**src/hdl/svd_pkg.sv**
```systemverilog
package svd_pkg;

  // Fixed field widths of the ports.
  localparam int RAW_W    = 10;
  localparam int THR_W    = 28;
  localparam int SQ_OUT_W = 27;
  localparam int OUT_AXES = 3;

  // Reset value of the variance threshold: limit 7000 over a 128-word window.
  localparam logic [THR_W-1:0] THR_RESET = 28'd896000;

  // Largest value the squared-deviation outputs can show.
  localparam logic [SQ_OUT_W-1:0] SQ_OUT_MAX = {SQ_OUT_W{1'b1}};

  // Depth of the queue between the front and the back.
  localparam int QUEUE_DEPTH = 2;

  // Window fill state around one word, decided by the front.
  typedef struct packed {
    logic filled_before;
    logic filled_after;
  } fill_flags_t;

  // Queue status seen by both sides.
  typedef struct packed {
    logic full;
    logic empty;
  } q_status_t;

  // Back-end sequencer states.
  typedef enum logic [2:0] {
    BS_IDLE,
    BS_READ_OLD,
    BS_UPDATE,
    BS_DIVIDE,
    BS_WALK,
    BS_DRAIN,
    BS_FINISH
  } back_state_t;

endpackage

```
**src/hdl/svd_queue.sv**
```systemverilog
module svd_queue #(
  parameter int WIDTH = 48
) (
  input  logic               clk,
  input  logic               rst,
  input  logic               push,
  input  logic [WIDTH-1:0]   push_data,
  input  logic               pop,
  output logic [WIDTH-1:0]   pop_data,
  output svd_pkg::q_status_t stat
);

  localparam int DEPTH = svd_pkg::QUEUE_DEPTH;
  localparam int PTR_W = (DEPTH > 1) ? $clog2(DEPTH) : 1;

  logic [WIDTH-1:0] slots [DEPTH];
  logic [PTR_W-1:0] wr_ptr;
  logic [PTR_W-1:0] rd_ptr;
  logic [PTR_W:0]   count;

  assign stat.full  = (count == (PTR_W+1)'(DEPTH));
  assign stat.empty = (count == '0);
  assign pop_data   = slots[rd_ptr];

  // Payload slots.
  always_ff @(posedge clk) begin
    if (push) begin
      slots[wr_ptr] <= push_data;
    end
  end

  // Pointers and fill count.
  always_ff @(posedge clk) begin
    if (rst) begin
      wr_ptr <= '0;
      rd_ptr <= '0;
      count  <= '0;
    end else begin
      if (push) begin
        wr_ptr <= (wr_ptr == PTR_W'(DEPTH-1)) ? '0 : wr_ptr + PTR_W'(1);
      end
      if (pop) begin
        rd_ptr <= (rd_ptr == PTR_W'(DEPTH-1)) ? '0 : rd_ptr + PTR_W'(1);
      end
      if (push && !pop) begin
        count <= count + (PTR_W+1)'(1);
      end else if (pop && !push) begin
        count <= count - (PTR_W+1)'(1);
      end
    end
  end

`ifndef SYNTHESIS
  a_no_push_full: assert property (@(posedge clk) disable iff (rst)
    push |-> !stat.full) else $error("queue written while full");

  a_no_pop_empty: assert property (@(posedge clk) disable iff (rst)
    pop |-> !stat.empty) else $error("queue read while empty");

  a_count_up: assert property (@(posedge clk) disable iff (rst)
    (push && !pop) |=> (count == $past(count) + (PTR_W+1)'(1)))
    else $error("queue count did not follow a lone push");
`endif

endmodule

```
**config.mk**
```make
export PLATFORM = sky130hd
export DESIGN_NAME = svd_queue
export DESIGN_NICKNAME = d
export VERILOG_FILES = /design/src/hdl/svd_pkg.sv /design/src/hdl/svd_queue.sv
export SDC_FILE = /design/constraint.sdc
export NUM_CORES = 1
export LEC_CHECK = 0
export BUFFER_PORTS_ARGS = -buffer_cell sky130_fd_sc_hd__clkbuf_2
export CAP_MARGIN = 20
export CORE_MARGIN = 2
export CORE_UTILIZATION = 40
export DETAILED_ROUTE_END_ITERATION = 10
export SETUP_SLACK_MARGIN = 0.1
export SLEW_MARGIN = 5
export SYNTH_ARGS = -nofsm -noshare
export SYNTH_HDL_FRONTEND = slang
export SYNTH_SLANG_ARGS = --single-unit
```
**constraint.sdc**
```tcl
create_clock -name clk -period 4.3 [get_ports clk]
set_input_delay 0.86 -clock clk [delete_from_list [all_inputs] [get_ports clk]]
set_output_delay 0.86 -clock clk [all_outputs]
set_load 0.1 [all_outputs]
```
==> results.rst, run 1 <==
.. list-table::
   :header-rows: 1

   * - Metric
     - Value
   * - Reported max-cap violation count
     - 0
   * - Worst hold path cell count
     - 2
   * - Core region area
     - 8810 µm²
   * - Buffers added on ports
     - roughly 100
   * - Flip-flop and latch count after synthesis
     - around 100
   * - Fraction of layout cells with a size suffix above 1
     - 59.8%
   * - Sequential share of power
     - around 50%
   * - RSZ-0062 raised after global routing
     - no
   * - Synth Net Count
     - 224
   * - Hpwl dp
     - roughly 4000 µm
   * - Count of antenna diodes in the layout
     - 0
   * - Die Ht
     - ~100 µm
   * - Floorplan die width
     - 99.8 µm
   * - Crit share post-route
     - about 73%
   * - Routed vias
     - 1851
   * - Maximum vdd drop
     - 0.286 mV
   * - Total routing usage reported by global routing
     - around 12%
   * - Total of warnings raised by yosys
     - 0
   * - Most frequent cell after synthesis
     - edfxtp_1
   * - Post-synth design cell area
     - about 3700 µm²
   * - Path depth of the worst reg2reg path
     - 2
   * - Unique cell type count in the Yosys netlist
     - 17
   * - Required time of the critical path
     - 3440 ps
   * - Floorplan row count
     - 34
   * - Critical register-to-register path endpoint
     - slots[1][32]
   * - Hold bufs inserted after CTS
     - 0
   * - DRC marker count from the first detailed-route iteration
     - 49
   * - Largest net degree at the start of global routing
     - 39
   * - Last element of the critical path
     - pop_data[3]
   * - DRC Markers
     - 0
   * - Number of nets with antenna violations after routing
     - 0
   * - Library cell with the largest summed area after synthesis
     - edfxtp_1
   * - Clock group share of total power
     - between 20% and 30%
   * - Peak fanout along the critical path
     - 25
   * - Router iterations before antenna repair
     - 4
   * - Worst-case register-to-register setup slack
     - 2420 ps
   * - Outcome
     - completed
   * - CTS root buf
     - clkbuf_8
   * - Drt total wl
     - 6110 µm
   * - Type of the most critical hold path
     - flip-flop to flip-flop
   * - Weighted congestion reported at the end of routability-driven placement
     - roughly 0.7
   * - Resized cells post-CTS
     - 0
   * - CTS tree
     - yes
   * - Highest clock rate
     - roughly 320 MHz
   * - Fraction of post-synthesis cell area in the top cell type by area
     - 78.5%
   * - Clock buffer count from CTS
     - 9
   * - Synth Area per Inst
     - 21.5 µm²
   * - Max Slew Vio Count
     - 0
   * - Pwr Density
     - approximately 520 nW/µm²
   * - FFs w/ async S/R, synth
     - 0%
   * - Area growth from synthesis to layout
     - 22.6%
   * - Time the worst path needs with I/O delays and setup
     - about 3100 ps
   * - Number of clock sinks seen by CTS
     - between 100 and 150
   * - Dominant register cell in the synthesized netlist
     - edfxtp_1
   * - # H-tree levels
     - 3
   * - Number of flops mapped to enable cells by yosys
     - 96
   * - Top post-synthesis cells by area
     - edfxtp_1 (79%), mux2_2 (15%), dfxtp_1 (2.7%)
   * - Initial Utilization
     - 41.7%
   * - Relative max-transition margin
     - 36.6%
   * - Floorplan die area
     - 9960 µm²
   * - Reg2reg start
     - wr_ptr
   * - Seq/Total Area, Yosys
     - 81.3%
   * - Kind of end point of the critical path
     - primary output
   * - Global-route wire length before repair
     - 9290 µm
   * - Arr. time, crit path
     - 2280 ps
   * - Combinational share of power
     - between 20% and 30%
   * - CTS clk-pin slew, worst paths
     - 90 ps
   * - Sw Ratio
     - 34.9%
   * - Internal power consumption
     - 1520 µW
   * - Final Net Count
     - 334
   * - Number of endpoints with negative hold slack in the final report
     - 0
   * - Setup violators final
     - 0
   * - Post-detailed-route via-to-cell ratio
     - 4.70
   * - Number of post-CTS setup repair buffers
     - 0
   * - Routed wirelength normalized by instance count
     - between 15 and 20 µm
   * - Finished Cell Area
     - between 4000 and 5000 µm²
   * - Residual overflow from global routing
     - 0
   * - Worst slew pin tran
     - 951 ps
   * - CTS max path bufs
     - 2
   * - Instance count of the mapped netlist
     - 171
   * - Worst Hold Margin
     - 504 ps
   * - Net switching power
     - 817 µW
   * - Final worst clock skew
     - 6.54 ps
   * - Via count of the first global-routing pass
     - roughly 1900
   * - Sum of negative setup slack
     - 0 ps
   * - Cell types with the highest counts after synthesis
     - edfxtp_1 (96), mux2_2 (48), dfxtp_1 (5), nor2_1 (5)
   * - Antenna violations before repair
     - 0
   * - Type of element launching the critical path
     - flip-flop
   * - Crit path kind
     - flip-flop to primary output
   * - Clock latency reported for the late side of the worst-skew pair
     - about 350 ps
   * - Leakage power figure
     - between 0.0015 and 0.002 µW
   * - Top-level I/O count
     - 102
   * - Area of placed instances
     - between 4000 and 5000 µm²
-- placed cells by master, fill, tap and decap left out, drive strengths merged, types with 2 or more instances in the layout --
| master | n |
|---|---|
| edfxtp | 96 |
| xor2 | 2 |
| buf | 3 |
| xnor2 | 2 |
| dfxtp | 5 |
| clkbuf | 110 |
| mux2 | 48 |
| clkinvlp | 3 |
| inv | 3 |
| nor2 | 5 |
-- worst min-delay path by stage --
| stage | start | to | slack [ps] |
|---|---|---|---|
| after floorplan | count[1] | count[1] | 460 |
| after global placement | count[1] | count[1] | 490 |
| after detailed placement | count[1] | count[1] | 500 |
| after CTS | count[1] | count[1] | 510 |
| after global routing | rd_ptr | rd_ptr | 550 |
| final | count[1] | count[1] | 500 |
-- flip-flops by register name, summed over array words and instances, names as in the netlist, named ones only --
name    count
count       2
rd_ptr      1
slots      96
wr_ptr      1
-- through the flow --
step,power (µW),std cells,setup slack (ps),utilization [%]
finish,2340,394,1160,51.1
global route,2420,394,1010,51.1
CTS,2370,394,1080,51.1
detailed placement,1790,378,1480,48.9
global placement,1780,378,1490,48.9
floorplan,1690,171,850,-
-- critical path, cell delays in order (launching register included) --
cell and delay [ps]:
dfxtp_2 720, buf_4 440, mux2_2 400, clkbuf_2 370
-- routing by layer --
layer  global-route usage (%)  up-vias  part of all wire [%]
met1                     14.1      894                    43
met4                     4.74        0                  0.95
met3                     4.87        5                   7.0
met5                        0        -                     0
met2                     21.3       67                    49
li1                         -      885                     -
-- logic make-up after synthesis --
logic type,after synthesis,share of synthesized area (%)
adders and majority gates,1,0.341
xor gates and xnor gates,4,0.955
DFF,101,81.3
muxes,48,14.7
AOI/OAI and AO/OA,2,0.272
and+or+nand+nor,9,1.26
buffers and inverters,6,1.19
-- power groups by stage --
stage / Sequential (µW) / Combinational [µW] / Clock [µW]
after floorplan: 1180 / 508 / 0
after global placement: 1190 / 594 / 0
after detailed placement: 1190 / 596 / 0
after CTS: 1170 / 597 / 603
after global routing: 1180 / 612 / 635
final: 1170 / 591 / 583
-- area by class of cell --
| type | count | area, µm² |
|---|---|---|
| well taps | 108 | 135 |
| clock inverters | 7 | 73.8 |
| multi-input cells | 64 | 653 |
| fillers | 748 | 4300 |
| flip-flops and latches | 101 | 2980 |
| inverters | 1 | 3.75 |
| clock buffers | 9 | 124 |
| repair buffers | 104 | 528 |
Power figures use the tool's default switching activity.
==> inputs of run 2 (changes only) <==
Settings changed: PLACE_DENSITY set to 0.66.
Clock period 4.3 ns to 2.55 ns, I/O delays scaled along.
==> results.rst, run 2 (same netlist as run 1, synthesis figures left out) <==
.. list-table::
   :header-rows: 1

   * - Metric
     - Value
   * - Post-detailed-route via-to-cell ratio
     - 4.79
   * - Final worst clock skew
     - 7.84 ps
   * - Hpwl dp
     - ~4200 µm
   * - Antenna violations before repair
     - 0
   * - Floorplan row count
     - 34
   * - Number of endpoints with negative hold slack in the final report
     - 0
   * - Sw Ratio
     - approximately a third
   * - CTS tree
     - yes
   * - Area growth from synthesis to layout
     - 24.0%
   * - Combinational share of power
     - 25.2%
   * - Hold bufs inserted after CTS
     - 0
   * - # H-tree levels
     - 3
   * - Most common cell after layout, fill and taps aside
     - clkbuf_2
   * - Floorplan die width
     - between 90 and 100 µm
   * - DRC marker count from the first detailed-route iteration
     - 54
   * - Most flop-heavy register
     - slots
   * - Flip-flop count of the largest register after layout
     - 96
   * - Number of nets with antenna violations after routing
     - 0
   * - Routed vias
     - around 1900
   * - CTS root buf
     - clkbuf_8
   * - Routed wirelength normalized by instance count
     - approximately 16 µm
   * - Count of antenna diodes in the layout
     - 0
   * - Residual overflow from global routing
     - 0
   * - Max Slew Vio Count
     - 0
   * - Time the worst path needs with I/O delays and setup
     - ~2300 ps
   * - Floorplan die area
     - 9960 µm²
   * - RSZ-0062 raised after global routing
     - no
   * - Router iterations before antenna repair
     - 4
   * - Via count of the first global-routing pass
     - 1960
   * - Resized cells post-CTS
     - 0
   * - Crit share post-route
     - 89.0%
   * - Reported max-cap violation count
     - 0
   * - Relative max-transition margin
     - 63.0%
   * - Crit path kind
     - flip-flop to primary output
   * - Die Ht
     - 99.8 µm
   * - Pwr Density
     - 888 nW/µm²
   * - Type of the most critical hold path
     - primary input to flip-flop
   * - Highest clock rate
     - ~440 MHz
   * - Number of clock sinks seen by CTS
     - 101
   * - Leakage power figure
     - 0.00174 µW
   * - Drt total wl
     - 6230 µm
   * - Required time of the critical path
     - between 2000 and 2500 ps
   * - Area of placed instances
     - 4340 µm²
   * - Core region area
     - 8810 µm²
   * - Sequential share of power
     - 48.4%
   * - Worst slew pin tran
     - 557 ps
   * - Type of element launching the critical path
     - flip-flop
   * - Internal power consumption
     - 2670 µW
   * - Arr. time, crit path
     - 1760 ps
   * - Clock buffer count from CTS
     - 9
   * - Initial Utilization
     - 41.7%
   * - Sum of negative setup slack
     - 0 ps
   * - Clock latency reported for the late side of the worst-skew pair
     - roughly 350 ps
   * - Outcome
     - completed
   * - Worst Hold Margin
     - 335 ps
   * - Finished Cell Area
     - 4550 µm²
   * - Weighted congestion reported at the end of routability-driven placement
     - 0.654
   * - Clock group share of total power
     - a little over a quarter
   * - CTS max path bufs
     - 2
   * - Net switching power
     - 1370 µW
   * - Top-level I/O count
     - 102
   * - Kind of end point of the critical path
     - primary output
   * - Total routing usage reported by global routing
     - 12.9%
   * - Leading registers by flop count
     - slots (96), count (2)
   * - CTS clk-pin slew, worst paths
     - 100 ps
   * - Final Net Count
     - roughly 340
   * - Global-route wire length before repair
     - approximately 9600 µm
   * - Total chip power
     - 4040 µW
   * - Buffers added on ports
     - ~100
   * - Fraction of layout cells with a size suffix above 1
     - 60.2%
   * - Maximum vdd drop
     - 0.513 mV
   * - Most used cells in the layout excluding fill and tap cells
     - clkbuf_2 (101), edfxtp_1 (96), mux2_2 (48)
   * - Setup violators final
     - 0
   * - Peak fanout along the critical path
     - 25
   * - Number of post-CTS setup repair buffers
     - 0
   * - DRC Markers
     - 0
   * - Largest net degree at the start of global routing
     - 26
-- run 2: changes by cell type in the layout (fill, tap and decap cells not counted) --
cell and delta:
clkinvlp_4 -2, inv_6 -2, bufinv_16 +1, clkinv_2 +2, clkinv_4 +1, buf_12 +1, buf_4 +2
-- run 2: critical path, stage by stage (launching register included) --
cell	delay, ps
dfxtp_2	330
buf_4	310
mux2_2	390
clkbuf_2	370
-- run 2: path summary, 6_finish.rpt --
path,start,end,slack [ps],cells after the start
max reg2reg,wr_ptr,slots[1][42],1120,2
min,push_data[41],slots[0][41],340,1
min reg2reg,count[1],count[1],500,2
max,flip-flop,pop_data[1],280,3
-- run 2: final cells by class --
type,instances,area (µm²)
Sequential cell,101,2980
Inverter,1,3.75
Fill cell,735,4250
Tap cell,108,135
Multi-Input combinational cell,64,653
Clock buffer,9,124
Clock inverter,7,90.1
Timing Repair Buffer,107,563
-- run 2: through the flow --
stage | utilization (%) | setup slack [ps] | instances
final | 51.7 | 281 | 397
after global routing | 51.7 | 190 | 397
after CTS | 51.7 | 245 | 397
after detailed placement | 49.3 | 647 | 381
after global placement | 49.3 | 639 | 381
after floorplan | - | 345 | 171
-- run 2: power groups by stage --
stage	Combinational, µW	Sequential (µW)	Clock (µW)
finish	1020	1960	1070
global route	1060	1970	1160
CTS	1030	1960	1100
detailed placement	1030	1990	0
global placement	1020	1990	0
floorplan	857	1990	0
-- run 2: metal layers --
| layer | vias to the layer above | GRT usage [%] | part of all wire, % |
|---|---|---|---|
| met5 | - | 0 | 0 |
| met4 | 0 | 5.69 | 1.5 |
| met3 | 9 | 4.25 | 7.1 |
| met2 | 74 | 20.8 | 48 |
| met1 | 931 | 16.1 | 43 |
| li1 | 889 | - | - |
