$ cat config.mk
export PLATFORM = sky130hd
export DESIGN_NAME = svd_front
export DESIGN_NICKNAME = d
export VERILOG_FILES = /design/src/hdl/svd_pkg.sv /design/src/hdl/svd_front.sv
export SDC_FILE = /design/constraint.sdc
export NUM_CORES = 1
export LEC_CHECK = 0
export CAP_MARGIN = 30
export CORE_AREA = 2 2 39 41
export DETAILED_ROUTE_END_ITERATION = 8
export DIE_AREA = 0 0 41 43
export DONT_BUFFER_PORTS = 1
export HOLD_SLACK_MARGIN = 0.06
export PLACE_DENSITY_LB_ADDON = 0.08
export SLEW_MARGIN = 15
export SYNTH_ARGS = -nofsm -noshare
export SYNTH_HDL_FRONTEND = slang
export SYNTH_SLANG_ARGS = --single-unit
$ cat constraint.sdc
create_clock -name clk -period 3.13 [get_ports clk]
set_input_delay 0.4695 -clock clk [delete_from_list [all_inputs] [get_ports clk]]
set_output_delay 0.4695 -clock clk [all_outputs]
set_load 0.005 [all_outputs]
$ cat src/hdl/svd_pkg.sv
package svd_pkg;

  // Fixed field widths of the ports.
  localparam int RAW_W    = 10;
  localparam int THR_W    = 28;
  localparam int SQ_OUT_W = 27;
  localparam int OUT_AXES = 3;

  // Reset value of the variance threshold: limit 7000 over a 128-word window.
  localparam logic [THR_W-1:0] THR_RESET = 28'd896000;

  // Largest value the squared-deviation outputs can show.
  localparam logic [SQ_OUT_W-1:0] SQ_OUT_MAX = {SQ_OUT_W{1'b1}};

  // Depth of the queue between the front and the back.
  localparam int QUEUE_DEPTH = 2;

  // Window fill state around one word, decided by the front.
  typedef struct packed {
    logic filled_before;
    logic filled_after;
  } fill_flags_t;

  // Queue status seen by both sides.
  typedef struct packed {
    logic full;
    logic empty;
  } q_status_t;

  // Back-end sequencer states.
  typedef enum logic [2:0] {
    BS_IDLE,
    BS_READ_OLD,
    BS_UPDATE,
    BS_DIVIDE,
    BS_WALK,
    BS_DRAIN,
    BS_FINISH
  } back_state_t;

endpackage

$ cat src/hdl/svd_front.sv
module svd_front #(
  parameter int WINDOW_LEN  = 128,
  parameter int SAMPLE_BITS = 10,
  parameter int AXES        = 3
) (
  input  logic                          clk,
  input  logic                          rst,
  input  logic                          sample_valid,
  output logic                          sample_stall,
  input  logic [svd_pkg::RAW_W-1:0]     accel_x,
  input  logic [svd_pkg::RAW_W-1:0]     accel_y,
  input  logic [svd_pkg::RAW_W-1:0]     accel_z,
  input  svd_pkg::q_status_t            q_stat,
  output logic                          push,
  output logic [$clog2(WINDOW_LEN)-1:0] push_idx,
  output svd_pkg::fill_flags_t          push_flags,
  output logic [AXES*SAMPLE_BITS-1:0]   push_samples
);

  localparam int IDX_W = $clog2(WINDOW_LEN);
  localparam int SB    = SAMPLE_BITS;

  logic [IDX_W-1:0]          write_index;
  logic [IDX_W-1:0]          write_index_next;
  logic                      ring_filled;
  logic                      ring_filled_next;
  logic [IDX_W:0]            idx_inc;
  logic                      wrap;
  logic [svd_pkg::RAW_W-1:0] raw [svd_pkg::OUT_AXES];

  // A word is taken whenever the queue has room.
  assign sample_stall = q_stat.full;
  assign push         = sample_valid && !q_stat.full;

  // The index advances before the store, wrapping at the window length.
  assign idx_inc = {1'b0, write_index} + (IDX_W+1)'(1);
  assign wrap    = (idx_inc >= (IDX_W+1)'(WINDOW_LEN));

  always_comb begin
    write_index_next = wrap ? '0 : idx_inc[IDX_W-1:0];
    ring_filled_next = ring_filled | wrap;
  end

  always_ff @(posedge clk) begin
    if (rst) begin
      write_index <= '0;
      ring_filled <= 1'b0;
    end else if (push) begin
      write_index <= write_index_next;
      ring_filled <= ring_filled_next;
    end
  end

  // Classified word handed to the back end.
  assign push_idx                 = write_index_next;
  assign push_flags.filled_before = ring_filled;
  assign push_flags.filled_after  = ring_filled_next;

  assign raw[0] = accel_x;
  assign raw[1] = accel_y;
  assign raw[2] = accel_z;

  // Only the low sample bits of the first axes are kept.
  always_comb begin
    for (int a = 0; a < AXES; a++) begin
      push_samples[a*SB +: SB] = SB'(raw[a]);
    end
  end

endmodule

==> results by group, run 1 <==
Clock tree
  – Clock-pin slew on the worst setup and hold paths: 0.05 ns
  – Clk root buf: clkbuf_4
  – CTS tree: yes
  – # clock sinks: 8
  – Setup bufs post-CTS: 0
  – CTS Buf Count: 3
  – Worst skew pair latency: ~0.25 ns
  – H-tree levels: 1
  – Post-CTS sizing: 0
  – Deepest clock path buffer count: 2
  – Hold_buf cts: 0

STA
  – Max Clock Skew: ~0.0011 ns
  – Worst rel slew slack: 78.8%
  – FMAX: ~0.53 GHz
  – RSZ-0062 raised after global routing: false
  – Worst Tran Pin Value: 0.318 ns
  – Final min period: between 1.5 and 2 ns
  – WHS: 0.278 ns
  – PnR worst setup slack: 1.23 ns
  – Finish-stage setup viols: 0
  – Period utilization: a little over 60%
  – Final-report hold violation count: 0
  – Setup_tns: 0 ns
  – Slew Viols, Final: 0

Die
  – Die X: between 40 and 50 um
  – DIE HEIGHT: 43 um
  – Initial core utilization: a little over half
  – Ports: between 70 and 80
  – Die footprint: ~0.0018 mm^2
  – Num rows: 14
  – Core Footprint: 0.00138 mm^2

Power
  – Pleak: about 0.17 nW
  – Design Power: a little under 0.0002 W
  – Maximum vdd drop: between 100 and 150 uV
  – PwrDens: 389 mW/mm^2

Worst setup path
  – Buf/Inv on CP: 0
  – WP data required: 2.66 ns
  – Kind of critical path: flip-flop to output pin
  – Crit path max-delay family: flip-flops
  – CP Capture Type: output pin
  – Reg-to-Reg End: write_index[6]$_SDFFE_PP0P_
  – R2R depth: 4
  – Crit-path cells: ha_1 > nand3_1 > xor2_1 > nor2_1
  – Worst r2r src: write_index[0]$_SDFFE_PP0P_
  – Worst stage delay on the critical path: 0.44 ns
  – Kind of start point of the critical path: flip-flop
  – R2r setup slk: 1.57 ns
  – Critical Path AT: approximately 1.4 ns
  – CP max stage cell: dfxtp_1
  – CP Max Fanout: 7

Min path
  – Hold Path Sink: write_index[6]$_SDFFE_PP0P_
  – Hold depth: 1
  – HP Start: rst
  – Worst Hold Class: input pin to flip-flop

Yosys
  – Largest area contributor in the netlist: buf_4
  – Asr flop ratio synth: 0%
  – Register area share after synthesis: 22.2%
  – Synth top area share: 34.4%
  – Ys Warns: 0
  – Mapped cell area: roughly 720 um^2
  – Post-Syn Instances: 93
  – FF+latch count, synth: 8
  – Synth top area cells: buf_4 (34%), dfxtp_1 (22%), a21oi_1 (5.6%)
  – Mapped Nets: roughly 130
  – Mean Syn Cell Area: ~7.7 um^2
  – Number of flops mapped to enable cells by yosys: 0
  – Yosys cell types: 23
  – Primary FF master, synth: dfxtp_1

Global route
  – First-pass GRT wire length: 1820 um
  – Total gr overflow: 0
  – Met2 Use GR: 22.2%
  – Gr busiest metal: met2
  – Vias in the first global route: 367
  – Largest net degree at the start of global routing: 11
  – Met1 Use GR: between 10% and 20%
  – Initial antenna violation count: 0
  – Routing usage on met3: 11.0%
  – Gr usage total: 15.3%

Detailed routing
  – Initial DRC count: 2
  – Final wirelength: 1270 um
  – Pre-Repair DR Iteration Count: 4
  – Routed Antenna Nets: 0
  – Routed length per instance: 17.0 um
  – Vias: roughly 440
  – Vias per cell: 5.84
  – DR DRC count: 0

Place
  – Gpl congestion: 0.755
  – Port bufs: 0
  – Pre-CTS WS: 1.50 ns
  – DP HPWL: 982 um

Layout
  – Share of layout cells above drive strength 1: under 10%
  – Area delta synth->final: -30.9%
  – ANT cells: 0
  – Layout Nets: 97

Outcome
  – Outcome: finished, final reports clean

Job
  – Max cap viols: 0
==> Yosys cell counts (2+ instances only) <==
cell type,number
or3_1,2
o21ai_0,5
nand3_1,4
nor2_1,4
buf_2,2
a21oi_1,8
o31ai_1,3
dfxtp_1,8
inv_1,4
xnor2_1,2
xor2_1,2
a311oi_1,2
nand2_1,4
buf_4,33
or4_1,2
==> layout by cell type, fill, tap and decap left out <==
cell type / n
a21oi_1: 8
dfxtp_1: 8
o21ai_0: 5
nand3_1: 4
inv_1: 4
nor2_1: 4
nand2_1: 4
o31ai_1: 3
clkbuf_4: 3
xnor2_1: 2
xor2_1: 2
or4_1: 2
a311oi_1: 2
or3_1: 2
nand4_4: 1
nand2b_1: 1
nor2b_1: 1
a41oi_1: 1
o211ai_1: 1
ha_1: 1
==> flip-flops by register name, indices dropped and copies added, names as in the netlist <==
register	count
ring_filled	1
write_index	7
==> kinds of logic (layout without fill, tap and decap cells) <==
family                     Yosys count  count (layout)  share of synthesized area, %
AOI/OAI and AO/OA                   20              20                          16.8
xor gates and xnor gates             4               4                          4.86
adders and majority gates            1               1                          1.74
buffers and inverters               41               7                          38.9
DFF                                  8               8                          22.2
and+or+nand+nor                     19              19                          15.5
==> worst max path at each step <==
| stage | cells after the start | slack (ns) | startpoint | end |
|---|---|---|---|---|
| 2_1_floorplan | 4 | 1.63 | write_index[0]$_SDFFE_PP0P_ | push_idx[4] |
| 3_3_place_gp | 4 | 1.50 | write_index[0]$_SDFFE_PP0P_ | push_idx[4] |
| 3_5_place_dp | 4 | 1.50 | write_index[0]$_SDFFE_PP0P_ | push_idx[4] |
| 4_1_cts | 4 | 1.22 | write_index[0]$_SDFFE_PP0P_ | push_idx[4] |
| 5_1_grt | 4 | 1.10 | write_index[0]$_SDFFE_PP0P_ | push_idx[4] |
| 6_report | 4 | 1.23 | write_index[0]$_SDFFE_PP0P_ | push_idx[4] |
==> worst register-to-register path, cell delays in order (launching register included) <==
cell     delay (ns)
dfxtp_1        0.44
ha_1           0.32
inv_1          0.10
or4_1          0.51
a21oi_1        0.13
==> layout make-up <==
| type | count | area (um^2) |
|---|---|---|
| Clock buffer | 3 | 22.5 |
| Fill cell | 151 | 886 |
| Inverter | 4 | 15.0 |
| Multi-Input combinational cell | 44 | 280 |
| Sequential cell | 8 | 160 |
| Tap cell | 16 | 20.0 |
==> routing by layer <==
metal | routed length [um] | vias to the layer above
met2 | 578 | 35
met3 | 201 | 8
li1 | - | 215
met1 | 465 | 180
met5 | 0 | -
met4 | 27 | 0
==> power by group <==
part	internal, W	switching [W]	total [W]
logic	0.00000290	0.00000607	0.00000897
registers	0.000103	0.00000221	0.000105
clock network	0.0000439	0.0000355	0.0000794
==> through the flow <==
step | std cells | area (um^2) | utilization (%)
finish | 75 | 498 | 36.0
global route | 75 | 498 | 36.0
CTS | 75 | 498 | 36.0
detailed placement | 72 | 475 | 34.4
global placement | 72 | 475 | 34.4
floorplan | 93 | 721 | -
No activity file was read; power rests on OpenSTA's default activity.
==> run 2: changes to the inputs <==
- clock period: 3.13 -> 1.8 ns (I/O delays scaled with it)
==> run 2 against run 1 <==
  * First-iteration DRC count rose to 3.0 times the previous value
  * Count of clock-buffer cells in the layout stayed put
  * Sequential share of layout area decreased by 0.94 points
  * Sequential power increased by 72%
  * Critical path type unchanged
  * Highest routed layer unchanged
  * Combinational power up 150%
  * Cell area increased by 3.0%
==> results by group, run 2 (synthesis results as in run 1) <==
Detailed routing
  – Routed Antenna Nets: 0 (unchanged)
  – Pre-Repair DR Iteration Count: 2 (-2)
  – Vias per cell: 5.96 (+2.1%)
  – DR DRC count: 0 (unchanged)
  – Vias: 459 (+4.8%)
  – Routed length per instance: 17.2 um (+1.2%)
  – Initial DRC count: 6 (+4)
  – Final wirelength: 1320 um (+3.9%)

Worst setup path
  – Kind of critical path: flip-flop to output pin
  – CP Max Fanout: 6 (-1)
  – R2r setup slk: 0.39 ns (-1.18 ns)
  – CP Capture Type: output pin
  – WP data required: 1.53 ns (-1.13 ns)
  – Crit-path cells: ha_1 > nand3_1 > xor2_1 > nor2_1
  – CP max stage cell: dfxtp_1
  – Kind of start point of the critical path: flip-flop
  – Critical Path AT: 1.31 ns (-0.12 ns)
  – Worst stage delay on the critical path: 0.33 ns (-0.11 ns)

Clock tree
  – Hold_buf cts: 0 (unchanged)
  – # clock sinks: 8 (unchanged)
  – CTS tree: yes
  – Setup bufs post-CTS: 0 (unchanged)
  – Clk root buf: clkbuf_4
  – H-tree levels: 1 (unchanged)
  – Worst skew pair latency: 0.25 ns (about the same)
  – CTS Buf Count: 3 (unchanged)
  – Deepest clock path buffer count: 2 (unchanged)
  – Clock-pin slew on the worst setup and hold paths: 0.05 ns (about the same)
  – Post-CTS sizing: 0 (unchanged)

Outcome
  – Outcome: finished, final reports clean

Power
  – Design Power: 0.000341 W (+76%)
  – Pleak: 0.182 nW (+6.2%)
  – PwrDens: 664 mW/mm^2 (+71%)
  – Maximum vdd drop: 241 uV (+65%)

Place
  – Port bufs: 0 (unchanged)
  – Gpl congestion: 0.728 (-3.6%)
  – Placed cells: 74 (+2.8%)
  – DP HPWL: 1060 um (+7.7%)
  – Placed inst area: 490 um^2 (+3.2%)

Global route
  – Initial antenna violation count: 0 (unchanged)
  – Gr usage total: 16.5% (+1.1 points)
  – Largest net degree at the start of global routing: 11 (unchanged)
  – First-pass GRT wire length: 1930 um (+6.1%)
  – Vias in the first global route: 411 (+12%)
  – Total gr overflow: 0 (unchanged)

Min path
  – Worst Hold Class: input pin to flip-flop

STA
  – Final min period: between 1.5 and 2 ns
  – Finish-stage setup viols: 0 (unchanged)
  – Setup_tns: 0 ns (unchanged)
  – RSZ-0062 raised after global routing: false
  – Worst Tran Pin Value: 0.324 ns (+0.00658 ns)
  – FMAX: roughly 0.63 GHz
  – Period utilization: just under 90%
  – WHS: 0.0768 ns (-0.201 ns)
  – Final-report hold violation count: 0 (unchanged)
  – Worst rel slew slack: 78.3% (-0.44 points)
  – Slew Viols, Final: 0 (unchanged)
  – Max Clock Skew: 0.000972 ns (-0.0000938 ns)

Layout
  – Fillers: 154 (+2.0%)
  – Layout Nets: 99 (+2.1%)
  – Most flops, register: write_index
  – ANT cells: 0 (unchanged)
  – Cell area after layout: 513 um^2 (+3.0%)
  – Share of layout cells above drive strength 1: 9.84% (+3.1 points)
  – Commonest cells after routing, fill and taps aside: a21oi_1 (8), dfxtp_1 (8), o21ai_0 (5)
  – Area delta synth->final: -28.8%
  – Final Non-Filler Cells: 77 (+2.7%)
  – Top Registers: write_index: 7 flops, ring_filled: 1 flops
  – Max FFs per register: 7 (unchanged)

Die
  – Die footprint: 0.00176 mm^2 (unchanged)
  – Die X: 41 um (unchanged)
  – Num rows: 14 (unchanged)
  – Ports: 76 (unchanged)
  – DIE HEIGHT: 43 um (unchanged)
  – Core Footprint: 0.00138 mm^2 (unchanged)
  – Initial core utilization: 52.1% (unchanged)

Job
  – Max cap viols: 0 (unchanged)
[run 2: cell count changes in the layout (fill, tap and decap cells not counted), sizes merged]
cell	delta
buf	+2
[run 2: path summary, 6_finish.rpt]
kind | startpoint | cells after the start | to
max | write_index[0]$_SDFFE_PP0P_ | 4 | push_idx[4]
max reg2reg | write_index[2]$_SDFFE_PP0P_ | 3 | write_index[5]$_SDFFE_PP0P_
min reg2reg | ring_filled$_SDFFE_PP0P_ | 2 | ring_filled$_SDFFE_PP0P_
min | rst | 1 | write_index[1]$_SDFFE_PP0P_
[run 2: final cells by class]
cell class	count	area, um^2	area share (%)
Clock buffer	3	22.5	4.39
Inverter	4	15.0	2.93
Tap cell	16	20.0	3.90
Multi-Input combinational cell	44	280	54.6
Timing Repair Buffer	2	15.0	2.93
Sequential cell	8	160	31.2
[run 2: routing by layer]
layer	routed length [um]	track usage, %	up-vias
met5	0	0	-
met4	13	7.33	0
met3	199	11.0	6
met2	652	25.3	34
met1	458	16.4	198
li1	-	-	221
[run 2: metrics by stage]
step / setup slack, ns / util (%)
floorplan: 0.401 / -
global placement: 0.388 / 35.4
detailed placement: 0.400 / 35.4
CTS: 0.204 / 37.1
global route: 0.0965 / 37.1
finish: 0.224 / 37.1
[run 2: critical path: cells and delay by family, from the launching register on]
kind	cells	cell delay, ns
adders and majority gates	1	0.28
and+or+nand+nor	2	0.27
DFF	1	0.33
xor gates and xnor gates	1	0.17
[run 2: where the power goes]
part            total, W  internal (W)  switching [W]
sequential      0.000181      0.000179     0.00000133
clock           0.000138     0.0000763      0.0000615
combinational  0.0000220    0.00000780      0.0000142
total           0.000341      0.000264      0.0000771
